**src/sv/owsbe_pkg.sv**
```systemverilog
package owsbe_pkg;

    // command codes, also used for the finished kind
    localparam logic [2:0] OP_TICK   = 3'd0;
    localparam logic [2:0] OP_RESET  = 3'd1;
    localparam logic [2:0] OP_READ   = 3'd2;
    localparam logic [2:0] OP_WRITE  = 3'd3;
    localparam logic [2:0] OP_MATCH  = 3'd4;
    localparam logic [2:0] OP_SEARCH = 3'd5;

    // configuration register indexes
    localparam logic [2:0] REG_SAMPLE  = 3'd0;
    localparam logic [2:0] REG_TAIL    = 3'd1;
    localparam logic [2:0] REG_TIMEOUT = 3'd2;
    localparam logic [2:0] REG_ONE     = 3'd3;
    localparam logic [2:0] REG_ZLOW    = 3'd4;
    localparam logic [2:0] REG_ZREL    = 3'd5;
    localparam logic [2:0] REG_MINP    = 3'd6;
    localparam logic [2:0] REG_MAXP    = 3'd7;

    localparam int NUM_REGS = 8;

    localparam logic [7:0] POLL_TICKS = 8'd10;

    typedef logic [7:0] t_cfg_array [NUM_REGS];

    localparam t_cfg_array CFG_RESET = '{8'd10, 8'd35, 8'd41, 8'd55,
                                         8'd17, 8'd35, 8'd10, 8'd50};

    typedef enum logic [3:0] {
        PH_IDLE      = 4'd0,
        PH_RST       = 4'd1,
        PH_RD_SAMPLE = 4'd2,
        PH_RD_TAIL   = 4'd3,
        PH_RD_HOLD   = 4'd4,
        PH_WR_ONE    = 4'd5,
        PH_WR_LOW    = 4'd6,
        PH_WR_REL    = 4'd7,
        PH_WAIT_LOW  = 4'd8
    } t_phase;

    typedef struct packed {
        logic       busy_res;
        logic       error;
        logic       matched;
        logic [7:0] read_value;
        logic       reset_seen;
        logic [2:0] finished_kind;
        logic       done_res;
        logic       drive_low;
    } t_result;

endpackage

```
**src/sv/onewire_slave_bit_engine.sv**
```systemverilog
// 1-Wire slave bit engine.
// Input stream: one item per bus microsecond. tuser carries the op (tick, reset
// check, read byte, write byte, match bit, search bit); tdata carries the sampled
// line level and the data byte. A command op (reset to search) starts a command only while
// idle; otherwise, and for tick or an undefined op, the item is just a tick.
// Output stream: exactly one result item per input item: drive_low for this tick,
// done flag and finished kind, reset_seen, read byte, match flag, sticky error and
// busy.
// Configuration: eight 8-bit timing registers, written through i_cfg_we /
// i_cfg_index / i_cfg_data by the user only while the engine is idle; not enforced.
// The result is registered. Throughput: one item per cycle while the output buffer
// has room; the slot state is updated by short combinational logic from the state
// registers to the result register.
// A two-entry output buffer (result register plus skid register) lets the engine
// take another item while one result waits; if the receiver keeps tready low, the
// slave tready drops once both entries are full and no state advances.
// Reset (synchronous, active low): engine idle, counters and sticky error cleared,
// registers back to their defaults, output buffer empty.
module onewire_slave_bit_engine
    import owsbe_pkg::*;
(
    input  logic        i_clk,
    input  logic        i_rst_n,
    input  logic        i_s_tvalid,
    output logic        o_s_tready,
    input  logic [15:0] i_s_tdata,   // [0] line, [8:1] data, [15:9] zero
    input  logic [2:0]  i_s_tuser,   // [2:0] op
    output logic        o_m_tvalid,
    input  logic        i_m_tready,
    output logic [15:0] o_m_tdata,   // [0] drive_low, [1] done_res, [2] reset_seen,
                                     // [10:3] read_value, [11] matched, [12] error,
                                     // [13] busy_res, [15:14] zero
    output logic [2:0]  o_m_tuser,   // [2:0] finished_kind
    input  logic        i_cfg_we,
    input  logic [2:0]  i_cfg_index,
    input  logic [7:0]  i_cfg_data
);

    t_cfg_array r_cfg;

    t_phase     r_phase, n_phase;
    logic [2:0] r_cmd, n_cmd;
    logic [7:0] r_tick, n_tick;
    logic [7:0] r_poll, n_poll;
    logic [2:0] r_bit, n_bit;
    logic [7:0] r_shift, n_shift;
    logic       r_sampled, n_sampled;
    logic       r_sticky, n_sticky;

    t_result    n_res;
    t_result    r_m_data, r_sk_data;
    logic       r_m_valid, r_sk_valid;

    logic       s_acc, m_acc;
    logic [2:0] in_op;
    logic       in_line;
    logic [7:0] in_data;

    logic       rd_end, rd_bit, rd_to, wr_end, fin;
    logic [7:0] tick_inc, poll_inc;
    logic [7:0] shift_start;

    // phase of a new slot
    function automatic t_phase slot_phase(input logic [2:0] cmd, input logic [2:0] idx,
                                          input logic [7:0] shift);
        logic w;
        if (cmd == OP_READ || cmd == OP_MATCH || (cmd == OP_SEARCH && idx >= 3'd2)) begin
            return PH_RD_SAMPLE;
        end
        if (cmd == OP_WRITE) begin
            w = shift[idx];
        end else begin
            w = shift[0] ^ (idx != 3'd0);
        end
        return w ? PH_WR_ONE : PH_WR_LOW;
    endfunction

    assign in_op   = i_s_tuser;
    assign in_line = i_s_tdata[0];
    assign in_data = i_s_tdata[8:1];

    assign o_s_tready = !r_sk_valid;
    assign s_acc      = i_s_tvalid && o_s_tready;
    assign m_acc      = r_m_valid && i_m_tready;

    assign tick_inc = r_tick + 8'd1;
    assign poll_inc = r_poll + 8'd1;

    always_comb begin
        n_phase   = r_phase;
        n_cmd     = r_cmd;
        n_tick    = r_tick;
        n_poll    = r_poll;
        n_bit     = r_bit;
        n_shift   = r_shift;
        n_sampled = r_sampled;
        n_sticky  = r_sticky;
        n_res     = '0;
        rd_end    = 1'b0;
        rd_bit    = 1'b0;
        rd_to     = 1'b0;
        wr_end    = 1'b0;
        fin       = 1'b0;
        shift_start = 8'd0;

        if (r_phase != PH_IDLE) begin
            unique case (r_phase)
                PH_RST: begin
                    n_tick = tick_inc;
                    if (tick_inc >= POLL_TICKS) begin
                        n_tick = 8'd0;
                        if (!in_line) begin
                            n_poll = poll_inc;
                        end
                        if (in_line || poll_inc >= r_cfg[REG_MAXP]) begin
                            n_res.reset_seen = (n_poll >= r_cfg[REG_MINP]);
                            fin = 1'b1;
                        end
                    end
                end
                PH_RD_SAMPLE: begin
                    n_tick = tick_inc;
                    if (tick_inc >= r_cfg[REG_SAMPLE]) begin
                        n_sampled = in_line;
                        n_tick    = 8'd0;
                        if (r_cmd == OP_SEARCH && in_line != r_shift[0]) begin
                            fin = 1'b1;
                        end else begin
                            n_phase = PH_RD_TAIL;
                        end
                    end
                end
                PH_RD_TAIL: begin
                    n_tick = tick_inc;
                    if (tick_inc >= r_cfg[REG_TAIL]) begin
                        n_tick = 8'd0;
                        if (in_line) begin
                            rd_end = 1'b1;
                            rd_bit = r_sampled;
                        end else begin
                            n_phase = PH_RD_HOLD;
                        end
                    end
                end
                PH_RD_HOLD: begin
                    if (in_line) begin
                        rd_end = 1'b1;
                        rd_bit = r_sampled;
                    end else begin
                        n_tick = tick_inc;
                        if (tick_inc >= r_cfg[REG_TIMEOUT]) begin
                            n_sticky = 1'b1;
                            rd_end   = 1'b1;
                            rd_to    = 1'b1;
                        end
                    end
                end
                PH_WR_ONE: begin
                    n_tick = tick_inc;
                    wr_end = (tick_inc >= r_cfg[REG_ONE]);
                end
                PH_WR_LOW: begin
                    n_res.drive_low = 1'b1;
                    n_tick = tick_inc;
                    if (tick_inc >= r_cfg[REG_ZLOW]) begin
                        n_tick = 8'd0;
                        if (r_cfg[REG_ZREL] == 8'd0) begin
                            wr_end = 1'b1;
                        end else begin
                            n_phase = PH_WR_REL;
                        end
                    end
                end
                PH_WR_REL: begin
                    n_tick = tick_inc;
                    wr_end = (tick_inc >= r_cfg[REG_ZREL]);
                end
                PH_WAIT_LOW: begin
                    if (!in_line) begin
                        n_tick  = 8'd0;
                        n_phase = slot_phase(r_cmd, r_bit, r_shift);
                    end
                end
                default: begin
                    n_phase = PH_IDLE;
                end
            endcase
        end else if (in_op >= OP_RESET && in_op <= OP_SEARCH) begin
            n_cmd  = in_op;
            n_bit  = 3'd0;
            n_tick = 8'd0;
            if (in_op == OP_RESET) begin
                n_sticky = 1'b0;
                n_poll   = 8'd0;
                n_phase  = PH_RST;
            end else begin
                if (in_op == OP_WRITE) begin
                    shift_start = in_data;
                end else if (in_op != OP_READ) begin
                    shift_start = {7'd0, in_data[0]};
                end
                n_shift = shift_start;
                n_phase = slot_phase(in_op, 3'd0, shift_start);
            end
        end

        if (rd_end) begin
            if (r_cmd == OP_READ) begin
                n_shift = {rd_bit, r_shift[7:1]};
                if (r_bit == 3'd7) begin
                    n_res.read_value = n_sticky ? 8'd0 : n_shift;
                    fin = 1'b1;
                end else begin
                    n_bit   = r_bit + 3'd1;
                    n_phase = PH_WAIT_LOW;
                end
            end else if (r_cmd == OP_MATCH) begin
                n_res.matched = (rd_bit == r_shift[0]) && !n_sticky;
                fin = 1'b1;
            end else begin
                n_res.matched = !rd_to;
                fin = 1'b1;
            end
        end

        if (wr_end) begin
            if (r_cmd == OP_WRITE && r_bit == 3'd7) begin
                fin = 1'b1;
            end else begin
                n_bit   = r_bit + 3'd1;
                n_phase = PH_WAIT_LOW;
            end
        end

        if (fin) begin
            n_res.done_res      = 1'b1;
            n_res.finished_kind = r_cmd;
            n_phase             = PH_IDLE;
            n_cmd               = OP_TICK;
        end

        n_res.error    = n_sticky;
        n_res.busy_res = (n_phase != PH_IDLE);
    end

    always_ff @(posedge i_clk) begin
        if (!i_rst_n) begin
            r_cfg <= CFG_RESET;
        end else if (i_cfg_we) begin
            r_cfg[i_cfg_index] <= i_cfg_data;
        end
    end

    always_ff @(posedge i_clk) begin
        if (!i_rst_n) begin
            r_phase   <= PH_IDLE;
            r_cmd     <= OP_TICK;
            r_tick    <= 8'd0;
            r_poll    <= 8'd0;
            r_bit     <= 3'd0;
            r_shift   <= 8'd0;
            r_sampled <= 1'b0;
            r_sticky  <= 1'b0;
        end else if (s_acc) begin
            r_phase   <= n_phase;
            r_cmd     <= n_cmd;
            r_tick    <= n_tick;
            r_poll    <= n_poll;
            r_bit     <= n_bit;
            r_shift   <= n_shift;
            r_sampled <= n_sampled;
            r_sticky  <= n_sticky;
        end
    end

    // output buffer: result register backed by a skid register
    always_ff @(posedge i_clk) begin
        if (!i_rst_n) begin
            r_m_valid  <= 1'b0;
            r_sk_valid <= 1'b0;
        end else if (s_acc) begin
            if (!r_m_valid || m_acc) begin
                r_m_valid <= 1'b1;
            end else begin
                r_sk_valid <= 1'b1;
            end
        end else if (m_acc) begin
            r_m_valid  <= r_sk_valid;
            r_sk_valid <= 1'b0;
        end
    end

    always_ff @(posedge i_clk) begin
        if (s_acc) begin
            if (!r_m_valid || m_acc) begin
                r_m_data <= n_res;
            end else begin
                r_sk_data <= n_res;
            end
        end else if (m_acc && r_sk_valid) begin
            r_m_data <= r_sk_data;
        end
    end

    assign o_m_tvalid = r_m_valid;
    assign o_m_tuser  = r_m_data.finished_kind;
    assign o_m_tdata  = {2'b00, r_m_data.busy_res, r_m_data.error, r_m_data.matched,
                         r_m_data.read_value, r_m_data.reset_seen, r_m_data.done_res,
                         r_m_data.drive_low};

endmodule

```
**config.mk**
```make
export PLATFORM = sky130hd
export DESIGN_NAME = onewire_slave_bit_engine
export DESIGN_NICKNAME = d
export VERILOG_FILES = /design/src/sv/owsbe_pkg.sv /design/src/sv/onewire_slave_bit_engine.sv
export SDC_FILE = /design/constraint.sdc
export NUM_CORES = 1
export LEC_CHECK = 0
export ABC_CLOCK_PERIOD_IN_PS = 3700
export BUFFER_PORTS_ARGS = -buffer_cell sky130_fd_sc_hd__buf_4
export CORE_UTILIZATION = 55
export DETAILED_ROUTE_END_ITERATION = 8
export PLACE_DENSITY = 0.76
export SLEW_MARGIN = 30
export SYNTH_ARGS = -nofsm -noshare
export SYNTH_HDL_FRONTEND = slang
export SYNTH_SLANG_ARGS = --single-unit
```
**constraint.sdc**
```tcl
create_clock -name i_clk -period 3.7 [get_ports i_clk]
set_clock_uncertainty 0.05 [all_clocks]
set_input_delay 0.37 -clock i_clk [delete_from_list [all_inputs] [get_ports i_clk]]
set_output_delay 0.37 -clock i_clk [all_outputs]
set_load 0.01 [all_outputs]
```
Word-level counts from Yosys, hierarchy flattened
Index checks and enable logic that the tools add are counted. Widths: inputs -> output; s select.

Flip-flop bits (word level): 136. Bits in latches: 0. Memory bits (writable): 0. ROM bits: 0. Bits of input ports: 35. Word-level logic and storage cells: 256. Memories kept: 0.

$add $sub $neg: 3. Multiply operators: 0. Div/mod/pow operators: 0. Magnitude comparators: 15. Equal/unequal tests: 28. Shift-type cells: 0. Multiplexer cells: 136. Bitwise gates (word level): 3. Reduce and logical (&&, ||, !) cells: 37.

Operators by type and width (number): $mux 8 (27); $mux 4 (21); $bwmux 64 (1); $ge 8x8->1 (8); $mux 1 (63); $pmux 8 s7 (1); $mux 17 (3); $mux 3 (10); $demux 8 s3 (1); $pmux 4 s5 (1); $add 8x1->8 const B (2); $eq 4x3->1 const B (4); $eq 3x2->1 const B (4); $eq 3x3->1 const B (4); $reduce_and 5->1 (2); $reduce_bool 2->1 (5); $logic_and 1x1->1 (9); $mux 9 (1); $eq 4x2->1 const B (2); $ge 8x4->1 const B (1); $logic_not 8->1 (1); $ne 8x2->1 const B (1); $reduce_and 2->1 (4); $reduce_bool 4->1 (2); 30 further kinds (44).

Depth between registers and ports, before layout
Gate-level depths: netlist (run 1).

Word-level depth: 25. Gate-level depth with buffers: 15. Depth with buffers taken out: 13.

Least setup slack after synthesis (run 1)
OpenSTA, ideal clock, no wires.

Path type: register -> register. Start: register r_tick[0]. End: register r_m_data, in the netlist o_m_tuser[0], data pin. Setup time: 0.260 ns. Arrival: 3.505 ns. Data required time: 3.390 ns. Setup slack: -0.116 ns. Stages on the path, launching flop included: 14. Path buffers: 0. Period minus slack after synthesis: 3.816 ns. Path through: dfxtp_1 > ha_1 > inv_1 > nor2_1 > xor2_1 > ha_1 > o21a_1 > a21oi_2 > nor2b_1 > o311ai_2 > a31oi_4 > a311oi_4 > nor2b_2 > mux2_4.

RTL lines: start, declared (RTL line onewire_slave_bit_engine.sv:43) `logic [7:0] r_tick, n_tick;`; start signal, assigned (RTL line onewire_slave_bit_engine.sv:267) `r_tick <= n_tick;`; end signal, assigned (RTL line onewire_slave_bit_engine.sv:296) `r_m_data <= n_res;`; end signal, assigned (RTL line onewire_slave_bit_engine.sv:301) `r_m_data <= r_sk_data;`; end, declared (RTL line onewire_slave_bit_engine.sv:51) `t_result r_m_data, r_sk_data;`.

Final worst setup path (run 1)
Start: register r_tick[0]. End: register r_m_data, in the netlist o_m_tdata[13], data pin.

Word-level cells in the longest chain between the ends: 14. Elaborated cells between the ends (all ways): 39.

Ends and longest elaborated chain: $add 8x1->8 (*) (RTL line onewire_slave_bit_engine.sv:86) `assign tick_inc = r_tick + 8'd1;`; $ge 8x8->1, or another cell as far along (RTL line onewire_slave_bit_engine.sv:165) `if (tick_inc >= r_cfg[REG_ZLOW]) begin`; $mux 4, or another cell as far along (RTL line onewire_slave_bit_engine.sv:165); $pmux 4 s5 / $pmux 1 s2 (equally long branches) (RTL line onewire_slave_bit_engine.sv:107) `unique case (r_phase)`; $mux 4 / $mux 1 (equally long branches) (RTL line onewire_slave_bit_engine.sv:106) `if (r_phase != PH_IDLE) begin`; $mux 4 / $mux 1 (equally long branches) (RTL line onewire_slave_bit_engine.sv:210) `if (r_bit == 3'd7) begin`; $mux 4 / $mux 1 (equally long branches) (RTL line onewire_slave_bit_engine.sv:208) `if (r_cmd == OP_READ) begin`; $mux 4 / $mux 1 (equally long branches) (RTL line onewire_slave_bit_engine.sv:207) `if (rd_end) begin`; $mux 4 / $mux 1 (equally long branches) (RTL line onewire_slave_bit_engine.sv:227) `if (r_cmd == OP_WRITE && r_bit == 3'd7) begin`; $mux 4 / $mux 1 (equally long branches) (RTL line onewire_slave_bit_engine.sv:226) `if (wr_end) begin`; $mux 4 (*) (RTL line onewire_slave_bit_engine.sv:235) `if (fin) begin`; $reduce_bool 4->1 (*) (RTL line onewire_slave_bit_engine.sv:243) `n_res.busy_res = (n_phase != PH_IDLE);`; $mux 17 (*) (RTL line onewire_slave_bit_engine.sv:295) `if (!r_m_valid || m_acc) begin`; $mux 17 (*) (RTL line onewire_slave_bit_engine.sv:294) `if (s_acc) begin`.

Every way passes the cells marked *; elsewhere a longest branch is shown, timed or not. The select of a mux whose other input is x is not followed. A chain may end at the register's enable or synchronous reset.

==> flow_summary.json, run 1 <==
{
  "synth.distinct_cells": 71,
  "core-area_um2": 14500,
  "numCtsBuffers": 17,
  "cp.depth": 14,
  "critPathRequiredTime_ns": 3.81,
  "async_reset_ff_share_pct": 0,
  "p_comb_share_pct": 14.1,
  "rsz0062_at_grt": "yes",
  "fin_util_pct": 65.6,
  "syn-instance-count": 956,
  "rrSetupSlack_ns": 0.1,
  "die_x_um": 124,
  "clk_latency_ns": 0.43,
  "power_mw": 3.80,
  "syn_to_final_growth_pct": 16.1,
  "final-hold-violation-count": 0,
  "final.setup.tns_ns": 0,
  "htreeDepth": 4,
  "final_antenna_net_count": 0,
  "timing.hold.ws_ns": 0.140,
  "drc": 0,
  "ir_drop_uv": 294,
  "drive_above_1_share_pct": 16.4,
  "p_sw_share_pct": 27.8,
  "power_switching_mw": 1.06,
  "slowest_delay_ns": 0.43,
  "final_area_um2": 9530,
  "path_delay_family": "simple AND/OR/NAND/NOR gates",
  "setup_viol": 0,
  "synth_warnings": 0,
  "dp_hpwl_um": 13700,
  "cp_max_fo": 6,
  "slew_headroom_pct": 43.8,
  "crit_path_end_kind": "register",
  "period_minus_slack_ns": 3.60,
  "ys.flop_type": "dfxtp_1",
  "grt_use_total_pct": 26.7,
  "gp_congestion": 0.905,
  "synthTopCellsByArea": "dfxtp_1, edfxtp_1, ha_1, nand2_1, a21boi_0",
  "grt_start_max_net_pins": 74,
  "synth_edf_count": 34,
  "avgSynthCellArea_um2": 8.58,
  "io_pins": 56,
  "cp_num_buf_inv": 3,
  "hp-class": "in2reg",
  "antenna_cells": 0,
  "portBuffers": 46,
  "post_drt_wl_per_cell_um": 15.6,
  "clkTransAtPathRegs_ns": 0.06,
  "seq_area_frac_synth_pct": 37.3,
  "crit_path_start_kind": "register",
  "num_rows": 44,
  "r2r-start": "r_tick[0]$_SDFFE_PN0P_",
  "clkPwrFrac_pct": 42.8,
  "worstSetupStartpoint": "r_tick[0]$_SDFFE_PN0P_",
  "r2r_cells": 14,
  "cp.arrival_ns": 3.71,
  "grt_pass1_vias": 6440,
  "overflow": 0,
  "vias": 6857,
  "cts_num_sinks": 136,
  "postPlaceCellArea_um2": 8860,
  "finalCritPeriodShare_pct": 97.3,
  "p_seq_share_pct": 43.1,
  "p_int_mw": 2.75,
  "crit_path_end": "o_m_tdata[13]$_DFFE_PP_",
  "cts-root-buf": "clkbuf_16",
  "antenna_found_initial": 0,
  "max_freq_mhz": 278,
  "hold_buffers": 0,
  "max_cap_viol_count": 0,
  "routed_via_density": 5.67,
  "ys_seq_elements": 136,
  "cts_tree": "done",
  "synth.most_common_cell": "nand2_1",
  "leakage_nw": 3.94,
  "synthTopCellsByCount": "nand2_1, dfxtp_1, inv_1",
  "critical_path.slowest_cell": "o41a_1",
  "path_cells": "ha_2 -> inv_1 -> nor2_2 -> xor2_2 -> buf_4 -> buf_4 -> ha_1 -> nand4_1 -> or3_1 -> and3b_1 -> o41a_1 -> or3_1 -> nand3_1 -> o211ai_1",
  "dr.first_iter.drc_count": 476,
  "tightest_slew_ns": 0.831,
  "synth_top_area_cell": "dfxtp_1",
  "dr.pass1.iters": 5,
  "wl_um": 18900,
  "run_status": "completed",
  "initial_core_util_pct": 56.5,
  "drv_slew": 0,
  "criticalPathCategory": "reg2reg",
  "grt_pass1_wl_um": 31600,
  "clk_path_buf_depth": 2,
  "die_area_um2": 15400,
  "synth_top_area_share_pct": 24.9,
  "final_nets": 1118,
  "die_h_um": 124,
  "worstReg2RegEnd": "o_m_tdata[13]$_DFFE_PP_",
  "p_per_area_nw_per_um2": 399,
  "synth_area_um2": 8210
}
==> cells by family after synthesis <==
| group | count (synthesis) | share of synthesized area (%) |
|---|---|---|
| and+or+nand+nor | 354 | 20.3 |
| AOI/OAI and AO/OA | 221 | 19.7 |
| DFF | 136 | 37.3 |
| buffers and inverters | 128 | 6.01 |
| adders and majority gates | 72 | 10.9 |
| xor gates and xnor gates | 23 | 2.45 |
| muxes | 21 | 3.22 |
| other | 1 | 0.0457 |
==> cell usage in the layout, fill, tap and decap left out, types with 17 or more instances in the layout <==
cell	instances
a21oi_1	26
buf_4	83
o21ai_0	29
inv_1	79
a21boi_0	52
o211ai_1	36
nand2_1	172
ha_1	70
edfxtp_1	34
nor2b_1	21
clkbuf_16	17
nand3_1	32
nor2_1	44
dfxtp_1	99
==> area by class of cell <==
class	instances	area [um2]
fillers	1216	5010
multi-input cells	693	4730
flip-flops and latches	136	3070
repair buffers	84	634
clock buffers	17	425
inverters	80	300
well taps	184	230
clock inverters	15	141
==> metrics by stage <==
step                      worst slack (ns)  std cells
after floorplan                     0.0188        957
after global placement              0.0443       1173
after detailed placement           -0.0543       1173
after CTS                          0.00350       1206
after global routing                -0.108       1209
final                               0.0989       1209
==> what timing repair did <==
action                     in CTS  in global routing
setup endpoints to repair      20                 31
gates resized for setup         3                 15
cloned                          0                  0
buffers inserted                1                  3
pin swaps                       1                  3
==> routing by layer <==
metal / track usage (%) / part of all wire [%] / vias up
met3: 5.04 / 4.8 / 43
li1: - / - / 3449
met4: 10.7 / 2.5 / 0
met5: 0 / 0 / -
met1: 35.3 / 46 / 3191
met2: 42.9 / 47 / 174
==> tightest hold or removal path, delay by kind of cell <==
family,cells,cell delay (ns)
compound gates,1,0.06
buf+inv,1,0.09
simple gates,1,0.07
==> flip-flops by register name, summed over array words and instances (netlist names), 4 cells and up <==
register   flops
r_poll         8
r_shift        8
r_cfg         64
o_m_tdata     14
r_tick         8
r_sk_data     17
r_phase        4
==> power groups by stage <==
stage | combinational [mW] | sequential (mW) | clock, mW
floorplan | 0.364 | 1.66 | 0
CTS | 0.531 | 1.64 | 1.65
finish | 0.537 | 1.64 | 1.63
global placement | 0.513 | 1.67 | 0
global route | 0.601 | 1.65 | 1.72
detailed placement | 0.524 | 1.67 | 0
==> how the worst min path moves through the flow <==
| stage | cells after the start | start | endpoint |
|---|---|---|---|
| 6_report | 3 | i_s_tvalid | r_sk_valid$_SDFFE_PN0P_ |
| 5_1_grt | 3 | i_s_tvalid | r_sk_valid$_SDFFE_PN0P_ |
| 4_1_cts | 3 | i_s_tvalid | r_sk_valid$_SDFFE_PN0P_ |
| 3_5_place_dp | 2 | r_cfg[22]$_SDFFE_PN0P_ | r_cfg[22]$_SDFFE_PN0P_ |
| 3_3_place_gp | 2 | r_cfg[63]$_SDFFE_PN0P_ | r_cfg[63]$_SDFFE_PN0P_ |
| 2_1_floorplan | 2 | r_cfg[42]$_SDFFE_PN0P_ | r_cfg[42]$_SDFFE_PN0P_ |
No activity file was read; power rests on OpenSTA's default activity.
==> inputs of run 2 (changes only) <==
Settings changed: ABC_AREA from default to 1, PLACE_DENSITY 0.76 to 0.83.
==> run 2 against run 1 <==
- via count rose by 4.5%
- largest cell class unchanged
- synthesized area down 2.7%
- count of clock-buffer cells in the layout increased by 1
==> flow_summary.json, run 2 <==
{
  "dr.pass1.iters": 5,
  "final-hold-violation-count": 0,
  "num_rows": 43,
  "syn-instance-count": 1091,
  "htreeDepth": 4,
  "slowest_delay_ns": 0.61,
  "path_cells": "ha_1 -> nand2_1 -> inv_2 -> nor2_1 -> ha_1 -> nand2_1 -> inv_1 -> nand2_1 -> nand2_1 -> nand2_1 -> nand3_1 -> nand3_1 -> nand2_1 -> nand2_2 -> inv_2 -> nand2_1 -> nor2_1 -> nor2_1 -> nor2_1",
  "fin_util_pct": 64.9,
  "synth_area_um2": 7980,
  "die_area_um2": 15000,
  "drv_slew": 0,
  "finalCritPeriodShare_pct": 92.0,
  "whs_endpoint": "r_cmd[2]$_SDFFE_PN0P_",
  "grt_use_total_pct": 26.9,
  "cp_common_cell": "nand2_1",
  "synthTopCellsByCount": "nand2_1, inv_1, nor2_1",
  "portBuffers": 46,
  "syn_to_final_growth_pct": 14.2,
  "worstReg2RegEnd": "o_m_tdata[10]$_DFFE_PP_",
  "antenna_cells": 0,
  "max_freq_mhz": 294,
  "critical_path.slowest_cell": "nor2_1",
  "synth.distinct_cells": 46,
  "final.setup.tns_ns": 0,
  "numCtsBuffers": 17,
  "synth.most_common_cell": "nand2_1",
  "cp_max_fo": 17,
  "cts-resized-gates": 0,
  "postCtsSetupBuffers": 0,
  "overflow": 0,
  "grt_pass1_wl_um": 31400,
  "drive_above_1_share_pct": 10.8,
  "clkTransAtPathRegs_ns": 0.06,
  "gp_congestion": 0.910,
  "leakage_nw": 4.19,
  "dp_hpwl_um": 12800,
  "grt_pass1_vias": 6627,
  "rsz0062_at_grt": "no",
  "max_cap_viol_count": 0,
  "postPlaceCellArea_um2": 8460,
  "ys.flop_type": "dfxtp_1",
  "async_reset_ff_share_pct": 0,
  "dr.first_iter.drc_count": 662,
  "seq_area_frac_synth_pct": 38.4,
  "crit_path_end_kind": "register",
  "synth_edf_count": 34,
  "post_drt_wl_per_cell_um": 14.2,
  "p_int_mw": 2.97,
  "period_minus_slack_ns": 3.41,
  "synth_top_area_cell": "dfxtp_1",
  "cts_num_sinks": 136,
  "critPathRequiredTime_ns": 3.83,
  "routed_via_density": 5.41,
  "p_sw_share_pct": 25.9,
  "cts_tree": "done",
  "avgSynthCellArea_um2": 7.32,
  "grt_start_max_net_pins": 73,
  "final_antenna_net_count": 0,
  "crit_path_start_kind": "register",
  "power_mw": 4.01,
  "tightest_slew_ns": 0.813,
  "r2r_cells": 19,
  "initial_core_util_pct": 56.9,
  "r2r-start": "r_tick[1]$_SDFFE_PN0P_",
  "synthTopCellsByArea": "dfxtp_1, edfxtp_1, nand2_1, ha_1, inv_1",
  "ir_drop_uv": 343,
  "drc": 0,
  "die_h_um": 122,
  "regMostFlops": "r_cfg",
  "p_per_area_nw_per_um2": 440,
  "io_pins": 56,
  "synth_top_area_share_pct": 25.6,
  "antenna_found_initial": 0,
  "core-area_um2": 14000,
  "hold_buffers": 0,
  "final_cell_mix": "nand2_1, inv_1, nor2_1",
  "final_nets": 1236,
  "clk_path_buf_depth": 2,
  "vias": 7164,
  "worstHoldPathCells": 3,
  "wl_um": 18800,
  "hp-class": "in2reg",
  "clk_latency_ns": 0.43,
  "ys_seq_elements": 136,
  "min_from": "i_s_tuser[2]",
  "run_status": "completed",
  "power_switching_mw": 1.04,
  "synth_warnings": 0,
  "p_comb_share_pct": 12.9,
  "criticalPathCategory": "reg2reg",
  "die_x_um": 122,
  "cp.arrival_ns": 3.54,
  "slew_headroom_pct": 45.6,
  "final_common_cell": "nand2_1",
  "final_area_um2": 9110,
  "largest_reg_flops": 64,
  "p_seq_share_pct": 40.5,
  "cp_num_buf_inv": 3,
  "clkPwrFrac_pct": 46.6,
  "path_delay_family": "simple AND/OR/NAND/NOR gates",
  "rrSetupSlack_ns": 0.29,
  "cts-root-buf": "clkbuf_16",
  "setup_viol": 0
}
==> run 2: cell types whose count changed after synthesis, sizes merged, moves of 18 or more <==
| cell | change |
|---|---|
| nor2 | +69 |
| nand3 | +18 |
| nor2b | -25 |
| o21ai | +44 |
| a21boi | -54 |
| inv | +94 |
| nand2 | +73 |
| a21oi | +70 |
==> run 2: per-layer routing <==
layer / global-route usage, % / share of wire (%) / up-vias
li1: - / - / 3645
met5: 0 / 0 / -
met1: 35.8 / 46 / 3246
met2: 42.8 / 46 / 231
met4: 10.1 / 2.3 / 0
met3: 5.81 / 6.4 / 42
==> run 2: power by group through the flow <==
stage / Sequential [mW] / Combinational (mW) / Clock, mW
2_1_floorplan: 1.66 / 0.347 / 0
3_3_place_gp: 1.65 / 0.493 / 0
3_5_place_dp: 1.65 / 0.505 / 0
4_1_cts: 1.62 / 0.511 / 1.87
5_1_grt: 1.63 / 0.584 / 1.95
6_report: 1.62 / 0.516 / 1.87
==> run 2: area by class of cell <==
cell class	instances	area (um2)
clock buffer	18	429
clock inverter	14	221
fill	1128	4930
inverter	177	669
multi-input combinational	748	4130
sequential	136	3060
tap	180	225
timing repair buffer	50	375
==> run 2: how the worst max path moves through the flow <==
stage	start	to	slack (ns)	cells after the start
floorplan	r_tick[0]$_SDFFE_PN0P_	o_m_tdata[13]$_DFFE_PP_	0.89	22
global placement	r_tick[1]$_SDFFE_PN0P_	o_m_tdata[10]$_DFFE_PP_	0.43	19
detailed placement	r_tick[1]$_SDFFE_PN0P_	o_m_tdata[10]$_DFFE_PP_	0.33	19
CTS	r_tick[1]$_SDFFE_PN0P_	o_m_tdata[10]$_DFFE_PP_	0.29	19
global route	r_tick[0]$_SDFFE_PN0P_	o_m_tdata[8]$_DFFE_PP_	0.05	20
finish	r_tick[1]$_SDFFE_PN0P_	o_m_tdata[10]$_DFFE_PP_	0.29	19
==> run 2: cells by family after synthesis <==
logic type / after synthesis / synth area share, %
AO/OA/AOI/OAI: 215 / 15.0
other: 1 / 0.0470
AND/OR/NAND/NOR: 453 / 24.7
adder cells (fa/ha/maj): 71 / 11.1
XOR/XNOR: 7 / 0.768
flip-flops: 136 / 38.4
buffers and inverters: 208 / 10.0
==> run 2: worst min-delay path, stage by stage <==
cell and delay [ns]:
buf_4 0.13, nand2_1 0.07, a21oi_1 0.06
==> run 2: metrics by stage <==
stage	worst slack (ns)	hold slack (ns)	cells
finish	0.295	0.201	1323
detailed placement	0.333	0.390	1291
CTS	0.289	0.194	1323
global route	0.0490	0.210	1323
global placement	0.428	0.387	1291
floorplan	0.890	0.374	1092
==> inputs of run 3 (changes only) <==
Settings changed: CORE_UTILIZATION 55 to 25, PLACE_DENSITY 0.83 to 0.47.
==> run 3 against run 2 <==
- largest cell class unchanged
- combinational power increased by 1%
- cell count increased by 17%
- register-to-register slack improved by 0.08 ns
- via count shrank 4.9%
- flip-flop and latch count is the same
- first-iteration DRC count down 48%
- highest routed layer unchanged
- sequential share of layout area decreased by 0.80 points
- critical endpoint unchanged
- hold slack worse by 0.0087 ns
- count of clock-buffer cells in the layout is 3 higher
- setup slack improved by 0.075 ns
==> flow_summary.json, run 3 (synthesis results as in run 2) <==
{
  "post_drt_wl_per_cell_um": 13.6,
  "dr.first_iter.drc_count": 343,
  "timing.hold.ws_ns": 0.192,
  "clk_latency_ns": 0.43,
  "slowest_delay_ns": 0.40,
  "grt_pass1_vias": 6588,
  "final-hold-violation-count": 0,
  "crit_path_end_kind": "register",
  "overflow": 0,
  "drive_above_1_share_pct": 11.1,
  "max_cap_viol_count": 0,
  "antenna_found_initial": 1,
  "final_area_um2": 9340,
  "dp_hpwl_um": 15400,
  "final.setup.tns_ns": 0,
  "final_nets": 1239,
  "portBuffers": 46,
  "cts-root-buf": "clkbuf_16",
  "postCtsSetupBuffers": 0,
  "initial_core_util_pct": 25.4,
  "setup_viol": 0,
  "final_common_cell": "nand2_1",
  "cp_num_buf_inv": 2,
  "clkTransAtPathRegs_ns": 0.06,
  "run_status": "completed",
  "p_per_area_nw_per_um2": 405,
  "leakage_nw": 4.17,
  "fin_ws_ns": 0.370,
  "die_x_um": 181,
  "clk_path_buf_depth": 2,
  "finalCritPeriodShare_pct": 90.0,
  "period_minus_slack_ns": 3.33,
  "slew_headroom_pct": 50.3,
  "htreeDepth": 4,
  "io_pins": 56,
  "routed_via_density": 4.40,
  "final_antenna_net_count": 0,
  "grt_start_max_net_pins": 72,
  "numCtsBuffers": 17,
  "rsz0062_at_grt": "no",
  "hold_buffers": 0,
  "wl_um": 21000,
  "criticalPathCategory": "reg2reg",
  "largest_reg_flops": 64,
  "crit_path_start_kind": "register",
  "final_cells": 1549,
  "syn_to_final_growth_pct": 16.9,
  "path_cells": "ha_1 -> nand3_1 -> nor2_1 -> nand3_1 -> nand2_1 -> inv_1 -> ha_1 -> nand2_1 -> nor2_1 -> nand4_1 -> nand4_1 -> nand2_1 -> nand2_1 -> nand2_2 -> inv_2 -> nand2_1 -> nor2_1 -> nor2_1 -> nor2_1",
  "cts_tree": "done",
  "cp.arrival_ns": 3.56,
  "fin_util_pct": 29.7,
  "hp-class": "in2reg",
  "place_inst": 1516,
  "critPathRequiredTime_ns": 3.93,
  "die_area_um2": 32700,
  "ir_drop_uv": 320,
  "final_cell_mix": "nand2_1, inv_1, nor2_1",
  "power_mw": 3.78,
  "path_delay_family": "simple AND/OR/NAND/NOR gates",
  "cts-resized-gates": 0,
  "critical_path.slowest_cell": "dfxtp_1",
  "die_h_um": 181,
  "vias": 6814,
  "grt_use_total_pct": 13.5,
  "cp_max_fo": 7,
  "core-area_um2": 31500,
  "cts_num_sinks": 136,
  "tightest_slew_ns": 0.746,
  "gp_congestion": 0.819,
  "postPlaceCellArea_um2": 8760,
  "regMostFlops": "r_cfg",
  "drv_slew": 0,
  "pre_cts_slack_ns": 0.366,
  "dr.pass1.iters": 7,
  "drc": 0,
  "max_freq_mhz": 300,
  "grt_pass1_wl_um": 34800,
  "num_rows": 65
}
[run 3: cell types whose count changed in the layout (fill, tap and decap cells not counted), sizes merged]
cell / change
clkbuf: +3
inv: -1
bufinv: -4
buf: +3
clkinvlp: -1
clkinv: +3
diode: +1
[run 3: final timing paths]
check                    startpoint                       to  slack [ns]  cells past startpoint
max          r_tick[1]$_SDFFE_PN0P_  o_m_tdata[10]$_DFFE_PP_        0.37                     19
min                    i_s_tuser[1]    r_cmd[1]$_SDFFE_PN0P_        0.19                      3
max reg2reg  r_tick[1]$_SDFFE_PN0P_  o_m_tdata[10]$_DFFE_PP_        0.37                     19
min reg2reg  r_sampled$_SDFFE_PN0P_   r_sampled$_SDFFE_PN0P_        0.40                      2
[run 3: layout make-up]
cell class / instances / area [um2]
multi-input combinational: 748 / 4130
antenna: 1 / 2.50
fill: 3385 / 22100
clock buffer: 21 / 470
tap: 402 / 503
inverter: 177 / 669
timing repair buffer: 53 / 398
clock inverter: 11 / 97.6
sequential: 136 / 3060
[run 3: power breakdown]
part	internal, mW	switching [mW]	leakage (nW)	total [mW]
Clock	0.975	0.661	0.279	1.64
Combinational	0.179	0.344	2.75	0.523
Sequential	1.59	0.0308	1.14	1.62
[run 3: tightest hold or removal path: stages]
cell and delay (ns):
buf_4 0.13, nand2_1 0.06, a21oi_1 0.05
[run 3: per-layer routing]
metal | share of wire (%) | GRT usage [%] | vias to the layer above
li1 | - | - | 3662
met1 | 49 | 17.8 | 3051
met2 | 46 | 22.4 | 85
met3 | 2.8 | 2.10 | 16
met4 | 1.7 | 4.75 | 0
met5 | 0 | 0 | -
